`config.mk`:
```
export PLATFORM = sky130hd
export DESIGN_NAME = type_length_packet_deframer_unit
export DESIGN_NICKNAME = d
export VERILOG_FILES = /design/src/hdl/tlpd_pkg.sv /design/src/hdl/tlpd_front.sv /design/src/hdl/tlpd_queue.sv /design/src/hdl/tlpd_back.sv /design/src/hdl/type_length_packet_deframer_unit.sv
export VERILOG_INCLUDE_DIRS = /design/src /design/src/hdl
export SDC_FILE = /design/constraint.sdc
export NUM_CORES = 1
export LEC_CHECK = 0
export BUFFER_PORTS_ARGS = -buffer_cell sky130_fd_sc_hd__clkbuf_2
export CAP_MARGIN = 20
export CORE_MARGIN = 4
export CORE_UTILIZATION = 50
export CTS_BUF_LIST = sky130_fd_sc_hd__clkbuf_8
export DETAILED_ROUTE_END_ITERATION = 7
export MAX_ROUTING_LAYER = met4
export PLACE_DENSITY_LB_ADDON = 0.1
export SLEW_MARGIN = 5
export SYNTH_ARGS = -nofsm -noshare
export SYNTH_HDL_FRONTEND = slang
export SYNTH_SLANG_ARGS = --single-unit
export TNS_END_PERCENT = 20
```
`constraint.sdc`:
```
create_clock -name clk -period 6.5 [get_ports clk]
set_clock_uncertainty 0.2 [all_clocks]
set_input_delay 0.325 -clock clk [delete_from_list [all_inputs] [get_ports clk]]
set_output_delay 0.325 -clock clk [all_outputs]
set_load 0.02 [all_outputs]
```
`src/hdl/type_length_packet_deframer_unit_defines.svh`:
```
// Assertion macros for the type-length packet deframer.
// Included by the top level; depends on nothing else.
`ifndef TYPE_LENGTH_PACKET_DEFRAMER_UNIT_DEFINES_SVH
`define TYPE_LENGTH_PACKET_DEFRAMER_UNIT_DEFINES_SVH

// Same-cycle implication, checked outside reset
`define TLPD_ASSERT_IMP(lbl, clk, rst_n, ante, cons) \
  lbl: assert property (@(posedge clk) disable iff (!rst_n) (ante) |-> (cons)) \
    else $error("tlpd check failed");

// Next-cycle implication, checked outside reset
`define TLPD_ASSERT_NXT(lbl, clk, rst_n, ante, cons) \
  lbl: assert property (@(posedge clk) disable iff (!rst_n) (ante) |=> (cons)) \
    else $error("tlpd check failed");

`endif

```
`src/hdl/tlpd_pkg.sv`:
```
// Shared types and constants of the type-length packet deframer.
// Used by the front parser, the result queue, the output stage and the top level.
package tlpd_pkg;

  // Defaults for the top-level parameters
  localparam int LENGTH_BITS_DEF = 24;
  localparam int QUEUE_DEPTH_DEF = 2;

  // Configuration port
  localparam int CFG_INDEX_BITS = 4;
  localparam int CODE_BITS      = 8;

  localparam logic [CFG_INDEX_BITS-1:0] REG_HANDSHAKE = CFG_INDEX_BITS'(0);
  localparam logic [CFG_INDEX_BITS-1:0] REG_HEARTBEAT = CFG_INDEX_BITS'(1);
  localparam logic [CFG_INDEX_BITS-1:0] REG_DATA      = CFG_INDEX_BITS'(2);
  localparam logic [CFG_INDEX_BITS-1:0] REG_KICK      = CFG_INDEX_BITS'(3);

  localparam logic [CODE_BITS-1:0] HANDSHAKE_RST = 8'd1;
  localparam logic [CODE_BITS-1:0] HEARTBEAT_RST = 8'd3;
  localparam logic [CODE_BITS-1:0] DATA_RST      = 8'd4;
  localparam logic [CODE_BITS-1:0] KICK_RST      = 8'd5;

  // Packet kinds as reported on the result channel
  localparam logic [1:0] KIND_HANDSHAKE = 2'd0;
  localparam logic [1:0] KIND_HEARTBEAT = 2'd1;
  localparam logic [1:0] KIND_DATA      = 2'd2;
  localparam logic [1:0] KIND_KICK      = 2'd3;

  // Front parser states
  typedef enum logic [1:0] {
    ST_TYPE,
    ST_LENGTH,
    ST_PAYLOAD,
    ST_STUCK
  } front_state_t;

  // One result item
  typedef struct packed {
    logic [1:0] packet_kind;
    logic [7:0] payload_byte;
    logic       has_byte;
    logic       end_of_packet;
    logic       bad_type;
  } result_t;

  // Front to queue: a result and its write strobe
  typedef struct packed {
    logic    valid;
    result_t res;
  } push_t;

endpackage

```
`src/hdl/tlpd_front.sv`:
```
// Front parser: accepts stream bytes, tracks the header and payload, emits results.
// Holds the type-code registers. Depends on tlpd_pkg.
module tlpd_front #(
  parameter int LENGTH_BITS = tlpd_pkg::LENGTH_BITS_DEF
) (
  input  logic                                clk,
  input  logic                                rst_n,
  input  logic                                in_valid,
  output logic                                in_stall,
  input  logic [7:0]                          in_stream_byte,
  input  logic                                cfg_we,
  input  logic [tlpd_pkg::CFG_INDEX_BITS-1:0] cfg_index,
  input  logic [tlpd_pkg::CODE_BITS-1:0]      cfg_data,
  input  logic                                q_ready,
  output tlpd_pkg::push_t                     push,
  output logic                                stuck
);
  import tlpd_pkg::*;

  localparam int LEN_BYTES = (LENGTH_BITS + 7) / 8;
  localparam int CW        = $clog2(LEN_BYTES + 1);

  front_state_t            state_r, state_nxt;
  logic [CW-1:0]           cnt_r, cnt_nxt;
  logic [LENGTH_BITS-1:0]  rem_r, rem_nxt;
  logic [1:0]              kind_r, kind_nxt;
  logic [7:0]              type_r, type_nxt;
  logic [CODE_BITS-1:0]    hs_code_r, hb_code_r, dat_code_r, kick_code_r;

  logic                    accept;
  logic [LENGTH_BITS+7:0]  acc_wide;
  logic [LENGTH_BITS-1:0]  acc_len;
  logic                    len_last;
  logic                    pay_last;
  logic                    hit_hs, hit_dat, hit_hb, hit_kick;

  // Take a byte whenever the queue has room
  assign in_stall = !q_ready;
  assign accept   = in_valid && q_ready;
  assign stuck    = (state_r == ST_STUCK);

  // Shift the next length byte in, big-endian
  assign acc_wide = {rem_r, in_stream_byte};
  assign acc_len  = acc_wide[LENGTH_BITS-1:0];
  assign len_last = (cnt_r == CW'(LEN_BYTES - 1));
  assign pay_last = (rem_r <= LENGTH_BITS'(1));

  // Decode the held type byte
  assign hit_hs   = (type_r == hs_code_r);
  assign hit_dat  = (type_r == dat_code_r);
  assign hit_hb   = (type_r == hb_code_r);
  assign hit_kick = (type_r == kick_code_r);

  // Next state
  always_comb begin
    state_nxt = state_r;
    case (state_r)
      ST_TYPE: begin
        if (accept) state_nxt = ST_LENGTH;
      end
      ST_LENGTH: begin
        if (accept && len_last) begin
          if (hit_hs || hit_dat) begin
            state_nxt = (acc_len == '0) ? ST_TYPE : ST_PAYLOAD;
          end else if (hit_hb || hit_kick) begin
            state_nxt = ST_TYPE;
          end else begin
            state_nxt = ST_STUCK;
          end
        end
      end
      ST_PAYLOAD: begin
        if (accept && pay_last) state_nxt = ST_TYPE;
      end
      ST_STUCK: state_nxt = ST_STUCK;
      default:  state_nxt = ST_TYPE;
    endcase
  end

  // Datapath updates and result generation
  always_comb begin
    cnt_nxt   = cnt_r;
    rem_nxt   = rem_r;
    kind_nxt  = kind_r;
    type_nxt  = type_r;
    push      = '0;
    case (state_r)
      ST_TYPE: begin
        if (accept) begin
          type_nxt = in_stream_byte;
          rem_nxt  = '0;
          cnt_nxt  = '0;
        end
      end
      ST_LENGTH: begin
        if (accept) begin
          rem_nxt = acc_len;
          if (!len_last) begin
            cnt_nxt = cnt_r + CW'(1);
          end else if (hit_hs || hit_dat) begin
            kind_nxt = hit_hs ? KIND_HANDSHAKE : KIND_DATA;
            if (acc_len == '0) begin
              push.valid             = 1'b1;
              push.res.packet_kind   = hit_hs ? KIND_HANDSHAKE : KIND_DATA;
              push.res.end_of_packet = 1'b1;
            end
          end else begin
            rem_nxt    = '0;
            push.valid = 1'b1;
            if (hit_hb) begin
              push.res.packet_kind   = KIND_HEARTBEAT;
              push.res.end_of_packet = 1'b1;
            end else if (hit_kick) begin
              push.res.packet_kind   = KIND_KICK;
              push.res.end_of_packet = 1'b1;
            end else begin
              push.res.bad_type = 1'b1;
            end
          end
        end
      end
      ST_PAYLOAD: begin
        if (accept) begin
          push.valid             = 1'b1;
          push.res.packet_kind   = kind_r;
          push.res.payload_byte  = in_stream_byte;
          push.res.has_byte      = 1'b1;
          push.res.end_of_packet = pay_last;
          rem_nxt = pay_last ? '0 : (rem_r - LENGTH_BITS'(1));
        end
      end
      ST_STUCK: begin
        // drop everything until reset
      end
      default: begin
      end
    endcase
  end

  // Parser registers
  always_ff @(posedge clk) begin
    if (!rst_n) begin
      state_r <= ST_TYPE;
      cnt_r   <= '0;
      rem_r   <= '0;
      kind_r  <= KIND_HANDSHAKE;
      type_r  <= '0;
    end else begin
      state_r <= state_nxt;
      cnt_r   <= cnt_nxt;
      rem_r   <= rem_nxt;
      kind_r  <= kind_nxt;
      type_r  <= type_nxt;
    end
  end

  // Type-code registers; ignore writes beyond the list
  always_ff @(posedge clk) begin
    if (!rst_n) begin
      hs_code_r   <= HANDSHAKE_RST;
      hb_code_r   <= HEARTBEAT_RST;
      dat_code_r  <= DATA_RST;
      kick_code_r <= KICK_RST;
    end else if (cfg_we) begin
      case (cfg_index)
        REG_HANDSHAKE: hs_code_r   <= cfg_data;
        REG_HEARTBEAT: hb_code_r   <= cfg_data;
        REG_DATA:      dat_code_r  <= cfg_data;
        REG_KICK:      kick_code_r <= cfg_data;
        default: begin
        end
      endcase
    end
  end

endmodule

```
`src/hdl/tlpd_queue.sv`:
```
// Short result queue between the front parser and the output stage.
// Register-array FIFO of result_t entries. Depends on tlpd_pkg.
module tlpd_queue #(
  parameter int QUEUE_DEPTH = tlpd_pkg::QUEUE_DEPTH_DEF
) (
  input  logic              clk,
  input  logic              rst_n,
  input  tlpd_pkg::push_t   push,
  output logic              q_ready,
  output logic              q_valid,
  output tlpd_pkg::result_t q_data,
  input  logic              q_pop
);
  import tlpd_pkg::*;

  localparam int PW = (QUEUE_DEPTH > 1) ? $clog2(QUEUE_DEPTH) : 1;
  localparam int NW = $clog2(QUEUE_DEPTH + 1);

  result_t         mem [QUEUE_DEPTH];
  logic [PW-1:0]   wr_ptr_r, wr_ptr_nxt;
  logic [PW-1:0]   rd_ptr_r, rd_ptr_nxt;
  logic [NW-1:0]   count_r, count_nxt;
  logic            do_push, do_pop;

  assign q_ready = (count_r != NW'(QUEUE_DEPTH));
  assign q_valid = (count_r != '0);
  assign q_data  = mem[rd_ptr_r];
  assign do_push = push.valid && q_ready;
  assign do_pop  = q_pop && q_valid;

  // Advance pointers with wrap and track fill level
  always_comb begin
    wr_ptr_nxt = wr_ptr_r;
    rd_ptr_nxt = rd_ptr_r;
    count_nxt  = count_r;
    if (do_push) begin
      wr_ptr_nxt = (wr_ptr_r == PW'(QUEUE_DEPTH - 1)) ? '0 : wr_ptr_r + PW'(1);
    end
    if (do_pop) begin
      rd_ptr_nxt = (rd_ptr_r == PW'(QUEUE_DEPTH - 1)) ? '0 : rd_ptr_r + PW'(1);
    end
    if (do_push && !do_pop) begin
      count_nxt = count_r + NW'(1);
    end else if (do_pop && !do_push) begin
      count_nxt = count_r - NW'(1);
    end
  end

  always_ff @(posedge clk) begin
    if (!rst_n) begin
      wr_ptr_r <= '0;
      rd_ptr_r <= '0;
      count_r  <= '0;
    end else begin
      wr_ptr_r <= wr_ptr_nxt;
      rd_ptr_r <= rd_ptr_nxt;
      count_r  <= count_nxt;
    end
  end

  // Store the pushed result
  always_ff @(posedge clk) begin
    if (do_push) mem[wr_ptr_r] <= push.res;
  end

endmodule

```
`src/hdl/tlpd_back.sv`:
```
// Output stage: registers one result and presents it on the result channel.
// Pulls from the result queue. Depends on tlpd_pkg.
module tlpd_back (
  input  logic              clk,
  input  logic              rst_n,
  input  logic              q_valid,
  input  tlpd_pkg::result_t q_data,
  output logic              q_pop,
  output logic              out_valid,
  input  logic              out_stall,
  output tlpd_pkg::result_t out_res
);
  import tlpd_pkg::*;

  logic    valid_r, valid_nxt;
  result_t res_r;
  logic    load;

  // Load when the register is empty or its item leaves this cycle
  assign load      = q_valid && (!valid_r || !out_stall);
  assign q_pop     = load;
  assign valid_nxt = load ? 1'b1 : (valid_r && out_stall);

  always_ff @(posedge clk) begin
    if (!rst_n) begin
      valid_r <= 1'b0;
    end else begin
      valid_r <= valid_nxt;
    end
  end

  // Hold the payload while stalled
  always_ff @(posedge clk) begin
    if (load) res_r <= q_data;
  end

  assign out_valid = valid_r;
  assign out_res   = res_r;

endmodule

```
`src/hdl/type_length_packet_deframer_unit.sv`:
```
// Type-length packet deframer, top level.
// Input channel: one stream byte per item (in_valid / in_stall / in_stream_byte).
// Result channel: out_valid / out_stall with kind, payload byte, has_byte,
// end_of_packet and bad_type. A packet is a type byte, then a big-endian
// length of LENGTH_BITS bits; handshake and data packets give one result per
// payload byte (one end-of-packet result if length is 0), heartbeat and kick one
// at header end, an unknown type one error result; then all bytes drop until reset.
// Config port: cfg_valid / cfg_ready / cfg_index / cfg_data writes the four
// type codes (handshake, heartbeat, data, kick); cfg_ready is always high.
// Throughput: one byte per cycle, sustained while the queue has room (in_stall low).
// Path: the result of an accepted byte is written into the queue, then loaded
// into the output register, which drives out_valid.
// Stall: out_stall holds the output register; the queue behind it fills, and
// in_stall rises once the QUEUE_DEPTH entries are taken.
// Reset (rst_n low, synchronous): parser waits for a type byte, codes return to
// 1, 3, 4, 5, queue and output register are emptied.
// Depends on tlpd_pkg, tlpd_front, tlpd_queue, tlpd_back and the defines header.
`include "type_length_packet_deframer_unit_defines.svh"

module type_length_packet_deframer_unit #(
  parameter int LENGTH_BITS = tlpd_pkg::LENGTH_BITS_DEF,
  parameter int QUEUE_DEPTH = tlpd_pkg::QUEUE_DEPTH_DEF
) (
  input  logic                                clk,
  input  logic                                rst_n,
  input  logic                                in_valid,
  output logic                                in_stall,
  input  logic [7:0]                          in_stream_byte,
  output logic                                out_valid,
  input  logic                                out_stall,
  output logic [1:0]                          out_packet_kind,
  output logic [7:0]                          out_payload_byte,
  output logic                                out_has_byte,
  output logic                                out_end_of_packet,
  output logic                                out_bad_type,
  input  logic                                cfg_valid,
  output logic                                cfg_ready,
  input  logic [tlpd_pkg::CFG_INDEX_BITS-1:0] cfg_index,
  input  logic [tlpd_pkg::CODE_BITS-1:0]      cfg_data
);
  import tlpd_pkg::*;

  push_t   fr_push;
  logic    fr_stuck;
  logic    q_ready, q_valid, q_pop;
  result_t q_data;
  result_t out_res;

  assign cfg_ready = 1'b1;

  // Parse the byte stream
  tlpd_front #(
    .LENGTH_BITS (LENGTH_BITS)
  ) u_front (
    .clk            (clk),
    .rst_n          (rst_n),
    .in_valid       (in_valid),
    .in_stall       (in_stall),
    .in_stream_byte (in_stream_byte),
    .cfg_we         (cfg_valid && cfg_ready),
    .cfg_index      (cfg_index),
    .cfg_data       (cfg_data),
    .q_ready        (q_ready),
    .push           (fr_push),
    .stuck          (fr_stuck)
  );

  // Buffer results between parser and output
  tlpd_queue #(
    .QUEUE_DEPTH (QUEUE_DEPTH)
  ) u_queue (
    .clk     (clk),
    .rst_n   (rst_n),
    .push    (fr_push),
    .q_ready (q_ready),
    .q_valid (q_valid),
    .q_data  (q_data),
    .q_pop   (q_pop)
  );

  // Present results
  tlpd_back u_back (
    .clk       (clk),
    .rst_n     (rst_n),
    .q_valid   (q_valid),
    .q_data    (q_data),
    .q_pop     (q_pop),
    .out_valid (out_valid),
    .out_stall (out_stall),
    .out_res   (out_res)
  );

  assign out_packet_kind   = out_res.packet_kind;
  assign out_payload_byte  = out_res.payload_byte;
  assign out_has_byte      = out_res.has_byte;
  assign out_end_of_packet = out_res.end_of_packet;
  assign out_bad_type      = out_res.bad_type;

  // The parser never writes into a full queue
  `TLPD_ASSERT_IMP(a_push_has_room, clk, rst_n, fr_push.valid, q_ready)
  // The error state is kept until reset
  `TLPD_ASSERT_NXT(a_stuck_holds, clk, rst_n, fr_stuck, fr_stuck)
  // Entering the error state follows an error result
  `TLPD_ASSERT_IMP(a_stuck_after_bad, clk, rst_n, $rose(fr_stuck), $past(fr_push.valid && fr_push.res.bad_type))
  // An error result carries no byte and closes no packet
  `TLPD_ASSERT_IMP(a_bad_is_bare, clk, rst_n, out_valid && out_bad_type, !out_has_byte && !out_end_of_packet)

endmodule
```
==> Word-level counts from Yosys, hierarchy flattened <==
Memory sizes are Yosys's and may differ from the RTL's. A register that Yosys moved wholly into a read port is not among the register bits.
Cells that the tools add are included.
{ "word_totals": {"mem_bits_ro": 0, "ff_bits": 75, "mem_bits_rw": 26, "elab_cells": 118, "latchBits": 0, "memories": 1} }
{ "memory_table": {"columns": ["memory", "depth", "word_bits", "read_ports", "rd_ports_with_merged_regs", "wr", "line", "text"], "rows": [
  ["u_queue.mem", 2, 13, 1, 1, 1, "tlpd_queue.sv:19", "result_t mem [QUEUE_DEPTH];"]
]} }
{ "op_classes": {"n_div": 0, "n_addsub": 6, "bitwise": 0, "reduce_logical": 33, "n_lt_le_gt_ge": 1, "n_mux": 46, "mul": 0, "shifts": 0, "n_eq_ne": 18} }
{ "ops": {"columns": ["op", "count"], "rows": [
  ["24-bit two-way mux", 6],
  ["24-bit case mux with 3 select lines", 1],
  ["8-bit equality test", 4],
  ["2-bit two-way mux", 16],
  ["24-bit by 1-bit less-or-equal comparator with 1-bit output, second input constant", 1],
  ["24-bit zero test", 1],
  ["24-bit by 1-bit subtractor with 24-bit output, second input constant", 1],
  ["1-bit two-way mux", 13],
  ["13-bit two-way mux", 1],
  ["3-bit two-way mux", 4],
  ["4-bit AND reduction", 3],
  ["2-bit by 1-bit != test with 1-bit output, second input constant", 5],
  ["2-bit AND reduction", 5],
  ["1-bit logical AND", 9],
  ["9-bit two-way mux", 1],
  ["4-bit by 2-bit equality test with 1-bit output, second input constant", 2],
  ["2-bit case mux with 4 select lines", 1],
  ["2-bit equality test, second input constant", 3],
  ["3-bit case mux with 2 select lines", 1],
  ["2-bit nonzero test", 3],
  ["1-bit zero test", 5],
  ["2-bit by 1-bit adder with 2-bit output, second input constant", 2],
  ["4-bit by 1-bit equality test with 1-bit output, second input constant", 1],
  ["4-bit zero test", 1],
  ["10 further kinds", 14]
]} }

==> Depth between registers and ports, before layout <==
Gate-level depths: netlist of run 1.
{ "logic_depth": {"depth_word": 12, "depth_mapped": 11, "mapped_depth_nobuf": 11} }

==> By module <==
From an unflattened synthesis of run 1, not the netlist that was laid out.
{ "hier_totals": {"cells_unflattened": 563, "hier_area_um2": 5594.1} }
{ "by_module_without_submodules": {"columns": ["mod", "seq_area_each_um2", "area_each_um2", "instances", "cells_per_inst"], "rows": [
  ["tlpd_front", 1381.3, 3978.8, 1, 480],
  ["tlpd_queue", 880.8, 1174.9, 1, 64],
  ["tlpd_back", 410.4, 429.2, 1, 17],
  ["type_length_packet_deframer_unit", 0.0, 11.3, 1, 2]
]} }

==> Least setup slack after synthesis of run 1 <==
OpenSTA, ideal clock, no wires.
{ "synth_timing": {"path_kind": "reg-to-reg", "startpoint": "register u_front.rem_r[4]", "endpoint": "memory u_queue.mem[0][0] in the netlist's numbering (enable)", "slack_ps": 3727, "setup_time_ps": 349, "t_required_ps": 5951, "arrival_ps": 2225, "synth_period_minus_slack_ps": 2773, "path_stages_with_launch": 7, "n_path_buf": 1, "cell_sequence": "dfxtp_1 > or4_1 > buf_2 > nor4_4 > a221oi_1 > or3_1 > inv_1"} }
{ "synth_via": {"elab_chain_cells": 9} }
{ "synth_rtl": {"columns": ["item", "line", "text"], "rows": [
  ["start, declared", "tlpd_front.sv:25", "logic [LENGTH_BITS-1:0] rem_r, rem_nxt;"],
  ["start signal, assigned", "tlpd_front.sv:151", "rem_r <= rem_nxt;"],
  ["24-bit zero test", "tlpd_front.sv:102", "if (acc_len == '0) begin"],
  ["3-bit two-way mux", "tlpd_front.sv:102", null],
  ["3-bit two-way mux", "tlpd_front.sv:100", "end else if (hit_hs || hit_dat) begin"],
  ["3-bit two-way mux", "tlpd_front.sv:98", "if (!len_last) begin"],
  ["3-bit two-way mux", "tlpd_front.sv:96", "if (accept) begin"],
  ["3-bit case mux with 2 select lines", "tlpd_front.sv:87", "case (state_r)"],
  ["1-bit logical AND", "tlpd_queue.sv:28", "assign do_push = push.valid && q_ready;"],
  ["1-bit two-way mux", "tlpd_queue.sv:63", "if (do_push) mem[wr_ptr_r] <= push.res;"],
  ["1-bit two-way mux (implied by the code)", "tlpd_queue.sv:63", null],
  ["end, declared", "tlpd_queue.sv:19", null]
]} }
No other way between the ends.

==> Worst setup path in the final report of run 1 <==
{ "layout_timing": {"startpoint": "register u_front.rem_r[4]", "endpoint": "memory u_queue.mem[0][5] in the netlist's numbering (enable)"} }
The elaborated chain is that of the path after synthesis.

==> results of run 1 <==
[synth_stat cells, drive strengths merged, types with 15 or more instances]
cell type and count:
nor4 15, nor3 20, xor2 26, edfxtp 39
inv 15, clkbuf 30, nand2 37, o21ai 19
nor2 58, dfxtp 74, xnor2 22, a21oi 26
mux2i 41, and2 23
[worst max-delay path, stage by stage, from the launching register on]
cell	delay [ps]
dfxtp_1	380
or4_1	720
nor4_4	530
a221oi_1	190
or3_1	400
inv_1	390
[path summary, 6_finish.rpt]
path / from / end / slack, ps / cells past startpoint
max: u_front.rem_r[4] / u_queue.mem[0][5] / 3320 / 5
min: cfg_data[6] / u_front.dat_code_r[6] / 30 / 3
max reg2reg: u_front.rem_r[4] / u_queue.mem[0][5] / 3320 / 5
min reg2reg: u_back.out_valid / u_back.out_valid / 290 / 2
[flip-flops by register name, indices dropped and copies added (netlist names)]
signal and count:
u_front.kind_r 1, u_front.cnt_r 2, u_queue.count_r 2, u_front.hb_code_r 8
u_front.state_r 2, u_front.rem_r 24, u_queue.rd_ptr_r 1, u_front.hs_code_r 8
u_front.type_r 8, u_front.dat_code_r 8, u_queue.wr_ptr_r 1, u_back.out_res 13
u_back.out_valid 1, u_queue.mem 26, u_front.kick_code_r 8
[cell families (layout without fill, tap and decap cells)]
group	count (synthesis)	in the layout	share of synthesized area (%)
AOI/OAI and AO/OA	85	85	10.7
xor gates and xnor gates	48	48	7.68
adders and majority gates	9	9	2.06
buffers and inverters	47	100	3.31
DFF	113	113	48.5
muxes	55	55	10.4
other	1	1	0.0685
and+or+nand+nor	190	190	17.4
[placed cells by master, fill, tap and decap left out, types with 6 or more instances in the layout]
cell	count
edfxtp_1	39
or3_1	8
dlygate4sd3_1	8
nand4_1	7
and2_1	22
nand2_1	37
a21oi_1	26
xnor2_1	22
bufinv_16	6
clkbuf_2	39
ha_1	9
clkbuf_8	17
xor2_1	26
a222oi_1	8
nor4_1	14
dfxtp_1	74
inv_1	17
mux2_2	13
mux2i_1	41
o21ai_0	18
nor2_1	58
nor3_1	20
[cell type report]
type,count,area [µm²]
Sequential cell,113,2650
Timing Repair Buffer,53,328
Inverter,15,56.3
Multi-Input combinational cell,388,2650
Tap cell,136,170
Clock buffer,17,234
Fill cell,892,4180
Clock inverter,15,239
[per-layer routing]
layer,up-vias,routed length (µm),global-route usage (%)
li1,2062,-,-
met1,2048,5880,27.7
met2,138,5760,32.4
met3,22,685,4.37
met4,0,202,7.77
met5,-,0,-
[power breakdown]
group / switching (mW) / total [mW] / internal, mW
Combinational: 0.381 / 0.615 / 0.233
Sequential: 0.0600 / 0.871 / 0.811
Clock: 0.297 / 0.791 / 0.494
==> impl_results.md, run 1 <==
- Placed insts: between 600 and 700
- Nets: 622
- Number of flops mapped to enable cells by yosys: 39
- Final Hold Viols: 0
- LEAKAGE: approximately 2.6 nW
- Critical path class: flop to flop
- Top FF cell, synth: dfxtp_1
- Initial antenna violation count: 0
- H-tree depth: 4
- Clock buffer depth: 2
- Design area: 6320 µm²
- Syn Nets: roughly 580
- Max-cap viol count: 0
- GRT overflow: 0
- Rel. slew slack: 30.3%
- Layout cell share with drive strength beyond 1: 15.5%
- Cell taking the most area after synthesis: dfxtp_1
- Post-CTS Setup Bufs: 0
- Total routed wirelength: 12.5 mm
- Root Driver: clkbuf_8
- Seq/Total Area, Yosys: 48.5%
- DR WL/cell: 17.0 µm
- Site Rows: 37
- Placed Instance Area: 5760 µm²
- Slew @ Worst Pin: 1040 ps
- Clock Pin Slew Worst Setup and Hold Paths: 70 ps
- Vias per cell: 5.79
- Hold_buf cts: 8
- CP max FO: 13
- Post-synthesis cell area: approximately 5500 µm²
- VDD IR max: 0.167 mV
- Synthesized instance count: ~550
- Post-synth top area share: 27.1%
- Drt initial violations: 273
- Power Total: 2.28 mW
- Tmin final: around 3200 ps
- DR pass1 iterations: 6
- CP endpoint kind: flop
- CTS Buf Count: 17
- FFs w/ async S/R, synth: 0%
- Synth warn: 0
- Buffers added on ports: 39
- Place WS: 3280 ps
- First-pass GRT wire length: 21.0 mm
- N_diodes: 0
- Worst-Skew Late Latency: roughly 420 ps
- Total Neg Setup Slack: 0 ps
- DR DRC count: 0
- Number of distinct library cells after synthesis: 54
- Pin count of the biggest net entering global routing: 50
- DRT antenna net count: 0
- All-Layer GR Usage: 21.2%
- CP required: 6350 ps
- DIE WIDTH: 113 µm
- Post-CTS sizing: 0
- Die area: between 10000 and 15000 µm²
- Final cell count without fillers: around 740
- Syn Area/Cell: between 9 and 10 µm²
- Hold/Removal Path Class: input port to flop
- Final HPWL from detailed placement: 8.64 mm
- FMAX: 314 MHz
- Final setup vio count: 0
- Global placer's final weighted congestion: roughly 0.89
- Count of final max-slew check failures: 0
- Crit path DAT: approximately 3000 ps
- Vias in the first global route: 4164
- Die H: 113 µm
- CTS tree: done
- Via count: between 4k and 5k
- Initial Util: 52.1%
- Cell Pwr Density: between 300 and 400 nW/µm²
- Top cells by area, synth: dfxtp_1, edfxtp_1, mux2i_1
- Final hold slack: 28.9 ps
- Area delta synth->final: 15.6%
- Outcome: finished, final reports clean
- Crit start category: flop
- Clock Sinks: 113
- #FFs+latches synth: 113
- Period Utilization, post-route: 49.0%
- Final core occ: between 60% and 70%
- Core Area: 10500 µm²
- Worst setup slack after layout: 3320 ps
- RSZ-0062 raised after global routing: no
- Number of I/O pins: 41
(Power assumes the default switching activity.)
==> run 2: changes to the inputs <==
Settings changed: ABC_AREA from default to 1.
Clock period 6.5 ns to 3.2 ns, I/O delays scaled along.
==> run 2 against run 1 <==
  * Non-clock buffer count is 24 higher
  * Final area is 12% higher
  * Via count is 28% higher
  * Sequential power is 110% higher
  * Combinational power grew to 2.7 times the previous value
  * Synthesized area is 11% higher
  * Worst hold slack better by 48 ps
==> impl_results.md, run 2 <==
- All-Layer GR Usage: 23.0%
- N_diodes: 0
- Final Hold Viols: 0
- Period Utilization, post-route: 94.8%
- CTS tree: done
- Largest register FFs: 26
- CTS Buf Count: 17
- GRT overflow: 0
- Syn Nets: 872
- Top FF cell, synth: dfxtp_1
- Vias per cell: 5.13
- #FFs+latches synth: approximately 110
- DR pass1 iterations: 7
- Most frequent cells in the layout: nand2_1, inv_1, dfxtp_1
- Setup crit start: rst_n
- Slew @ Worst Pin: 685 ps
- Synthesized instance count: 838
- Count of final max-slew check failures: 0
- Layout cell share with drive strength beyond 1: 14.3%
- Crit start category: input port
- VDD IR max: ~0.27 mV
- Top cells by area, synth: dfxtp_1, edfxtp_1, nand2_1
- CP required: 3330 ps
- Area delta synth->final: 17.1%
- DRT antenna net count: 0
- Most flops, register: u_queue.mem
- Die area: 13900 µm²
- Cell taking the most area after synthesis: dfxtp_1
- Vias in the first global route: about 5.3k
- Reg2reg start: u_front.type_r[5]
- Placed insts: roughly 1k
- DR WL/cell: 14.2 µm
- FMAX: 330 MHz
- Final setup vio count: 0
- Number of flops mapped to enable cells by yosys: 39
- Number of I/O pins: between 40 and 50
- First-pass GRT wire length: ~25 mm
- Worst-Skew Late Latency: roughly 440 ps
- Clock Pin Slew Worst Setup and Hold Paths: 70 ps
- Drt initial violations: between 300 and 400
- Crit path DAT: around 3200 ps
- Buffers added on ports: 39
- Rel. slew slack: 54.3%
- Reg2Reg Setup Slack: approximately 700 ps
- Synth warn: 0
- Cell Pwr Density: 706 nW/µm²
- Seq/Total Area, Yosys: between 40 and 50%
- Post-synthesis cell area: 6060 µm²
- Hold/Removal Path Class: input port to flop
- Total routed wirelength: 15.1 mm
- Nets: approximately 940
- Post-synth top area share: about a quarter
- Core Area: 11600 µm²
- Pin count of the biggest net entering global routing: 40
- Number of distinct library cells after synthesis: 38
- Tmin final: 3030 ps
- Die H: 118 µm
- Root Driver: clkbuf_8
- Initial Util: a little over half
- Clock Sinks: 113
- Most common cell after layout, fill and taps aside: nand2_1
- Outcome: finished, final reports clean
- Most frequent cell after synthesis: nand2_1
- Hold Crit Start: cfg_valid
- Post-CTS Setup Bufs: 0
- DR DRC count: 0
- LEAKAGE: 3.12 nW
- Syn Area/Cell: ~7.2 µm²
- Via count: 5448
- H-tree depth: 4
- Site Rows: 39
- RSZ-0062 raised after global routing: no
- FFs w/ async S/R, synth: 0%
- DIE WIDTH: 118 µm
- Critical path class: input port to flop
- Clock buffer depth: 2
- CP max FO: 39
- Final cell count without fillers: 1061
- Max-cap viol count: 0
- Final HPWL from detailed placement: 10.4 mm
- Global placer's final weighted congestion: 0.918
- Total Neg Setup Slack: 0 ps
- Initial antenna violation count: 0
- Synth cell count leaders: nand2_1, inv_1, dfxtp_1
- CP endpoint kind: flop
- Number of fill cells: 1040
## run 2: cell type report
class                           instances  area (µm²)  share of cell area, %
Multi-Input combinational cell        598        2890                   40.7
Sequential cell                       113        2650                   37.4
Timing Repair Buffer                   77         553                   7.80
Inverter                               98         372                   5.24
Clock buffer                           21         289                   4.08
Tap cell                              143         179                   2.52
Clock inverter                         11         159                   2.24
## run 2: cell families (layout without fill, tap and decap cells)
| family | after synthesis | in the layout | share of synthesized area, % |
|---|---|---|---|
| compound gates | 146 | 146 | 13.8 |
| xor+xnor | 22 | 22 | 3.18 |
| fa+ha+maj | 9 | 9 | 1.86 |
| buf+inv | 127 | 207 | 8.53 |
| flops | 113 | 113 | 43.8 |
| other cells | 1 | 1 | 0.0619 |
| simple gates | 420 | 420 | 28.8 |
## run 2: worst paths after layout
check	end	depth (start not counted)
min	u_front.hb_code_r[2]	5
max	u_front.hb_code_r[0]	8
max reg2reg	u_queue.count_r[1]	18
min reg2reg	u_front.kick_code_r[3]	2
## run 2: worst max-delay path: stages
cell and delay, ps:
dlygate4sd3_1 520, clkbuf_2 90, buf_4 330, clkinvlp_4 520, a21oi_1 270, dlygate4sd3_1 560, o21ai_0 80, dlygate4sd3_1 600
## run 2: timing repair
action                     CTS  global route
hold buffers                29             0
hold endpoints to repair    68             0
gates resized for setup      0             1
setup endpoints to repair    0             2
## run 2: routing by layer
layer	wire length [µm]	vias to the layer above	global-route usage (%)	part of all wire, %
li1	-	2784	-	-
met1	7290	2505	29.9	48
met5	0	-	-	0
met4	261	0	8.86	1.7
met3	686	23	4.71	4.6
met2	6830	136	35.2	45
## run 2: through the flow
step	setup WS (ps)	utilization [%]	power [mW]	cell area [µm²]	hold WS [ps]
floorplan	641	-	3.07	6060	86.4
global placement	805	54.7	3.43	6350	216
detailed placement	706	54.7	3.47	6350	237
CTS	27.9	61.0	5.01	7090	39.1
global route	13.9	61.1	5.33	7090	134
finish	166	61.1	5.01	7090	77.0
## run 2: power by group
group	internal, mW	switching [mW]
registers	1.69	0.113
logic	0.521	1.16
clock network	0.924	0.601
total	3.14	1.87
==> run 3: changes to the inputs <==
Settings changed: SYNTH_HIERARCHICAL from default to 1.
==> run 3 against run 2 <==
  * Clock power hardly changed
  * Fmax increased by 2.7%
  * Die area rose by 3.5%
  * Sequential cell count rose by 1
  * Final area is 2.6% higher
  * Largest power group unchanged
==> impl_results.md, run 3 <==
- Met2 wire len: 6.69 mm
- FMAX: between 300 and 400 MHz
- Cell taking the most area after synthesis: dfxtp_1
- Core Area: around 12000 µm²
- Period Utilization, post-route: between 90% and 100%
- Final core occ: 59.8%
- Layout cell share with drive strength beyond 1: about a fifth
- Seq/Total Area, Yosys: 42.5%
- Tmin final: 2950 ps
- Area of the multi-input gates: about 3000 µm²
- CTS Buf Count: 17
- RSZ-0062 raised after global routing: no
- Final HPWL from detailed placement: between 10 and 15 mm
- Crit-path most repeated cell: dlygate4sd3_1
- Clock buffer depth: 2
- Initial Util: 51.7%
- Hold/Removal Path Class: input port to flop
- Sequential Area: 2670 µm²
- Met3 wire length: between 700 and 800 µm
- First-pass GRT wire length: 23.9 mm
- Vias per cell: between 5 and 6
- Rel. slew slack: 46.5%
- Crit path DAT: between 3000 and 4000 ps
- Final setup vio count: 0
- Reg2reg start: u_front/rem_r[0]
- CP required: 3330 ps
- Most flops, register: u_queue/mem
- Number of fill cells: 1135
- Top cells by area, synth: dfxtp_1, edfxtp_1, nand2_1
- Critical path class: input port to flop
- Post-synthesis cell area: 6280 µm²
- CP endpoint kind: flop
- CTS tree: done
- Root Driver: clkbuf_8
- Crit-path max cell delay: between 600 and 700 ps
- Most common cell after layout, fill and taps aside: nand2_1
- Clock Sinks: 114
- Number of I/O pins: between 40 and 50
- H-tree depth: 4
- Die H: 120 µm
- Synth warn: 6
- CP Cell Sequence: dlygate4sd3_1 > clkbuf_2 > nand2_1 > dlygate4sd3_1 > nor3_1 > dlygate4sd3_1 > o21ai_0 > dlygate4sd3_1
- Cell depth of the worst hold path: 3
- Slowest cell on crit path: dlygate4sd3_1
- Vias in the first global route: 4965
- CP max FO: 4
- GRT overflow: 0
- Syn Nets: 857
- Outcome: finished, final reports clean
- Area delta synth->final: 15.8%
- Buffers added on ports: 39
- Total Neg Setup Slack: 0 ps
- Register-to-Register Path Depth: 16
- DRT antenna net count: 0
- #FFs+latches synth: 114
- Cell Pwr Density: about 530 nW/µm²
- Nets: around 900
- Most frequent cells in the layout: nand2_1, inv_1, nor2_1
- Largest register FFs: 26
- Max-cap viol count: 0
- FF-to-FF End: u_queue/count_r[1]
- Hold Crit Start: rst_n
- Initial antenna violation count: 0
- Post-synth top area share: 23.9%
- DRT met1 WL: ~6.9 mm
- Count of final max-slew check failures: 0
- Total routed wirelength: 14.6 mm
- DR pass1 iterations: 5
- All-Layer GR Usage: 21.5%
- Worst Hold End: u_front/hb_code_r[1]
- LEAKAGE: 3.10 nW
- Slew @ Worst Pin: 801 ps
- Drt initial violations: 367
- Most frequent cell after synthesis: nand2_1
- FFs w/ async S/R, synth: 0%
- VDD IR max: 0.347 mV
- Die area: ~14000 µm²
- N_diodes: 0
- Post-CTS sizing: 0
- DR WL/cell: around 14 µm
- Via count: 5457
- Reg2Reg Setup Slack: 560 ps
- Number of flops mapped to enable cells by yosys: 39
- Syn Area/Cell: 7.63 µm²
- Final Hold Viols: 0
- Number of distinct library cells after synthesis: 42
- DR DRC count: 0
- Synthesized instance count: 824
- Synth cell count leaders: nand2_1, inv_1, nor2_1
- Worst-Skew Late Latency: 450 ps
- Pin count of the biggest net entering global routing: 41
- Crit start category: input port
- Site Rows: 40
- Top FF cell, synth: dfxtp_1
- DIE WIDTH: about 120 µm
- Clock Pin Slew Worst Setup and Hold Paths: around 70 ps
- Max Used Layer: met4
- Global placer's final weighted congestion: ~0.90
-- run 3: changes by cell type after synthesis, moves of 4 or more --
cell,change
xor2_1,-5
mux2_4,+10
o21ai_2,+9
nand2_2,+18
nand3_1,-7
nor2_2,-4
nor2_1,+12
nand2_1,-58
o21ai_0,-15
nand3_2,+10
-- run 3: stage by stage --
stage	total power [mW]	instance area, µm²	worst slack (ps)	instances	hold slack, ps
4_1_cts	3.85	7280	302	1069	5.59
3_5_place_dp	2.33	6590	578	1011	215
5_1_grt	4.02	7280	24.9	1069	38.6
2_1_floorplan	2.17	6280	561	824	81.3
6_report	3.82	7280	247	1069	38.2
3_3_place_gp	2.33	6590	684	1011	206
-- run 3: worst max-delay path by stage --
stage / slack, ps / end / from / cells past startpoint
final: 250 / u_front/kick_code_r[0] / cfg_index[0] / 8
after global routing: 20 / u_front/kick_code_r[0] / cfg_index[0] / 8
after CTS: 300 / u_front/kick_code_r[0] / cfg_index[0] / 8
after detailed placement: 580 / u_queue/count_r[1] / u_front/rem_r[0] / 16
after global placement: 680 / u_queue/count_r[1] / u_front/rem_r[0] / 16
after floorplan: 560 / u_queue/mem[1][0] / u_front/rem_r[0] / 10
-- run 3: where the power goes --
group	internal [mW]	switching [mW]	total, mW
sequential	1.53	0.0474	1.58
combinational	0.256	0.498	0.753
clock	0.906	0.583	1.49
-- run 3: kinds of logic (layout without fill, tap and decap cells) --
group	Yosys count	in the layout	share of synthesized area [%]
multiplexers	13	13	2.93
buffers and inverters	133	210	9.00
AO/OA/AOI/OAI	147	147	14.1
other	1	1	0.0597
XOR/XNOR	18	18	2.51
adder cells (fa/ha/maj)	8	8	1.59
AND/OR/NAND/NOR	390	390	27.3
flip-flops	114	114	42.5
-- run 3: routing by layer --
layer | vias up | global-route usage, %
met3 | 26 | 4.90
met4 | 0 | 8.02
met5 | - | -
met2 | 134 | 32.5
met1 | 2533 | 28.2
li1 | 2764 | -
-- run 3: critical path, delay by kind of cell --
kind,cells,cell delay (ps)
buf+inv,5,2390
compound gates,1,90
simple gates,2,440
-- run 3: final cells by class --
cell class,count,area share [%]
well taps,168,2.89
repair buffers,74,7.19
flip-flops and latches,114,36.7
multi-input cells,577,41.9
inverters,104,5.40
clock inverters,15,2.72
clock buffers,17,3.22
-- run 3: what timing repair did --
item	4_1_cts	5_1_grt
hold endpoints to repair	70	0
hold buffers	26	0
buffers inserted	0	0
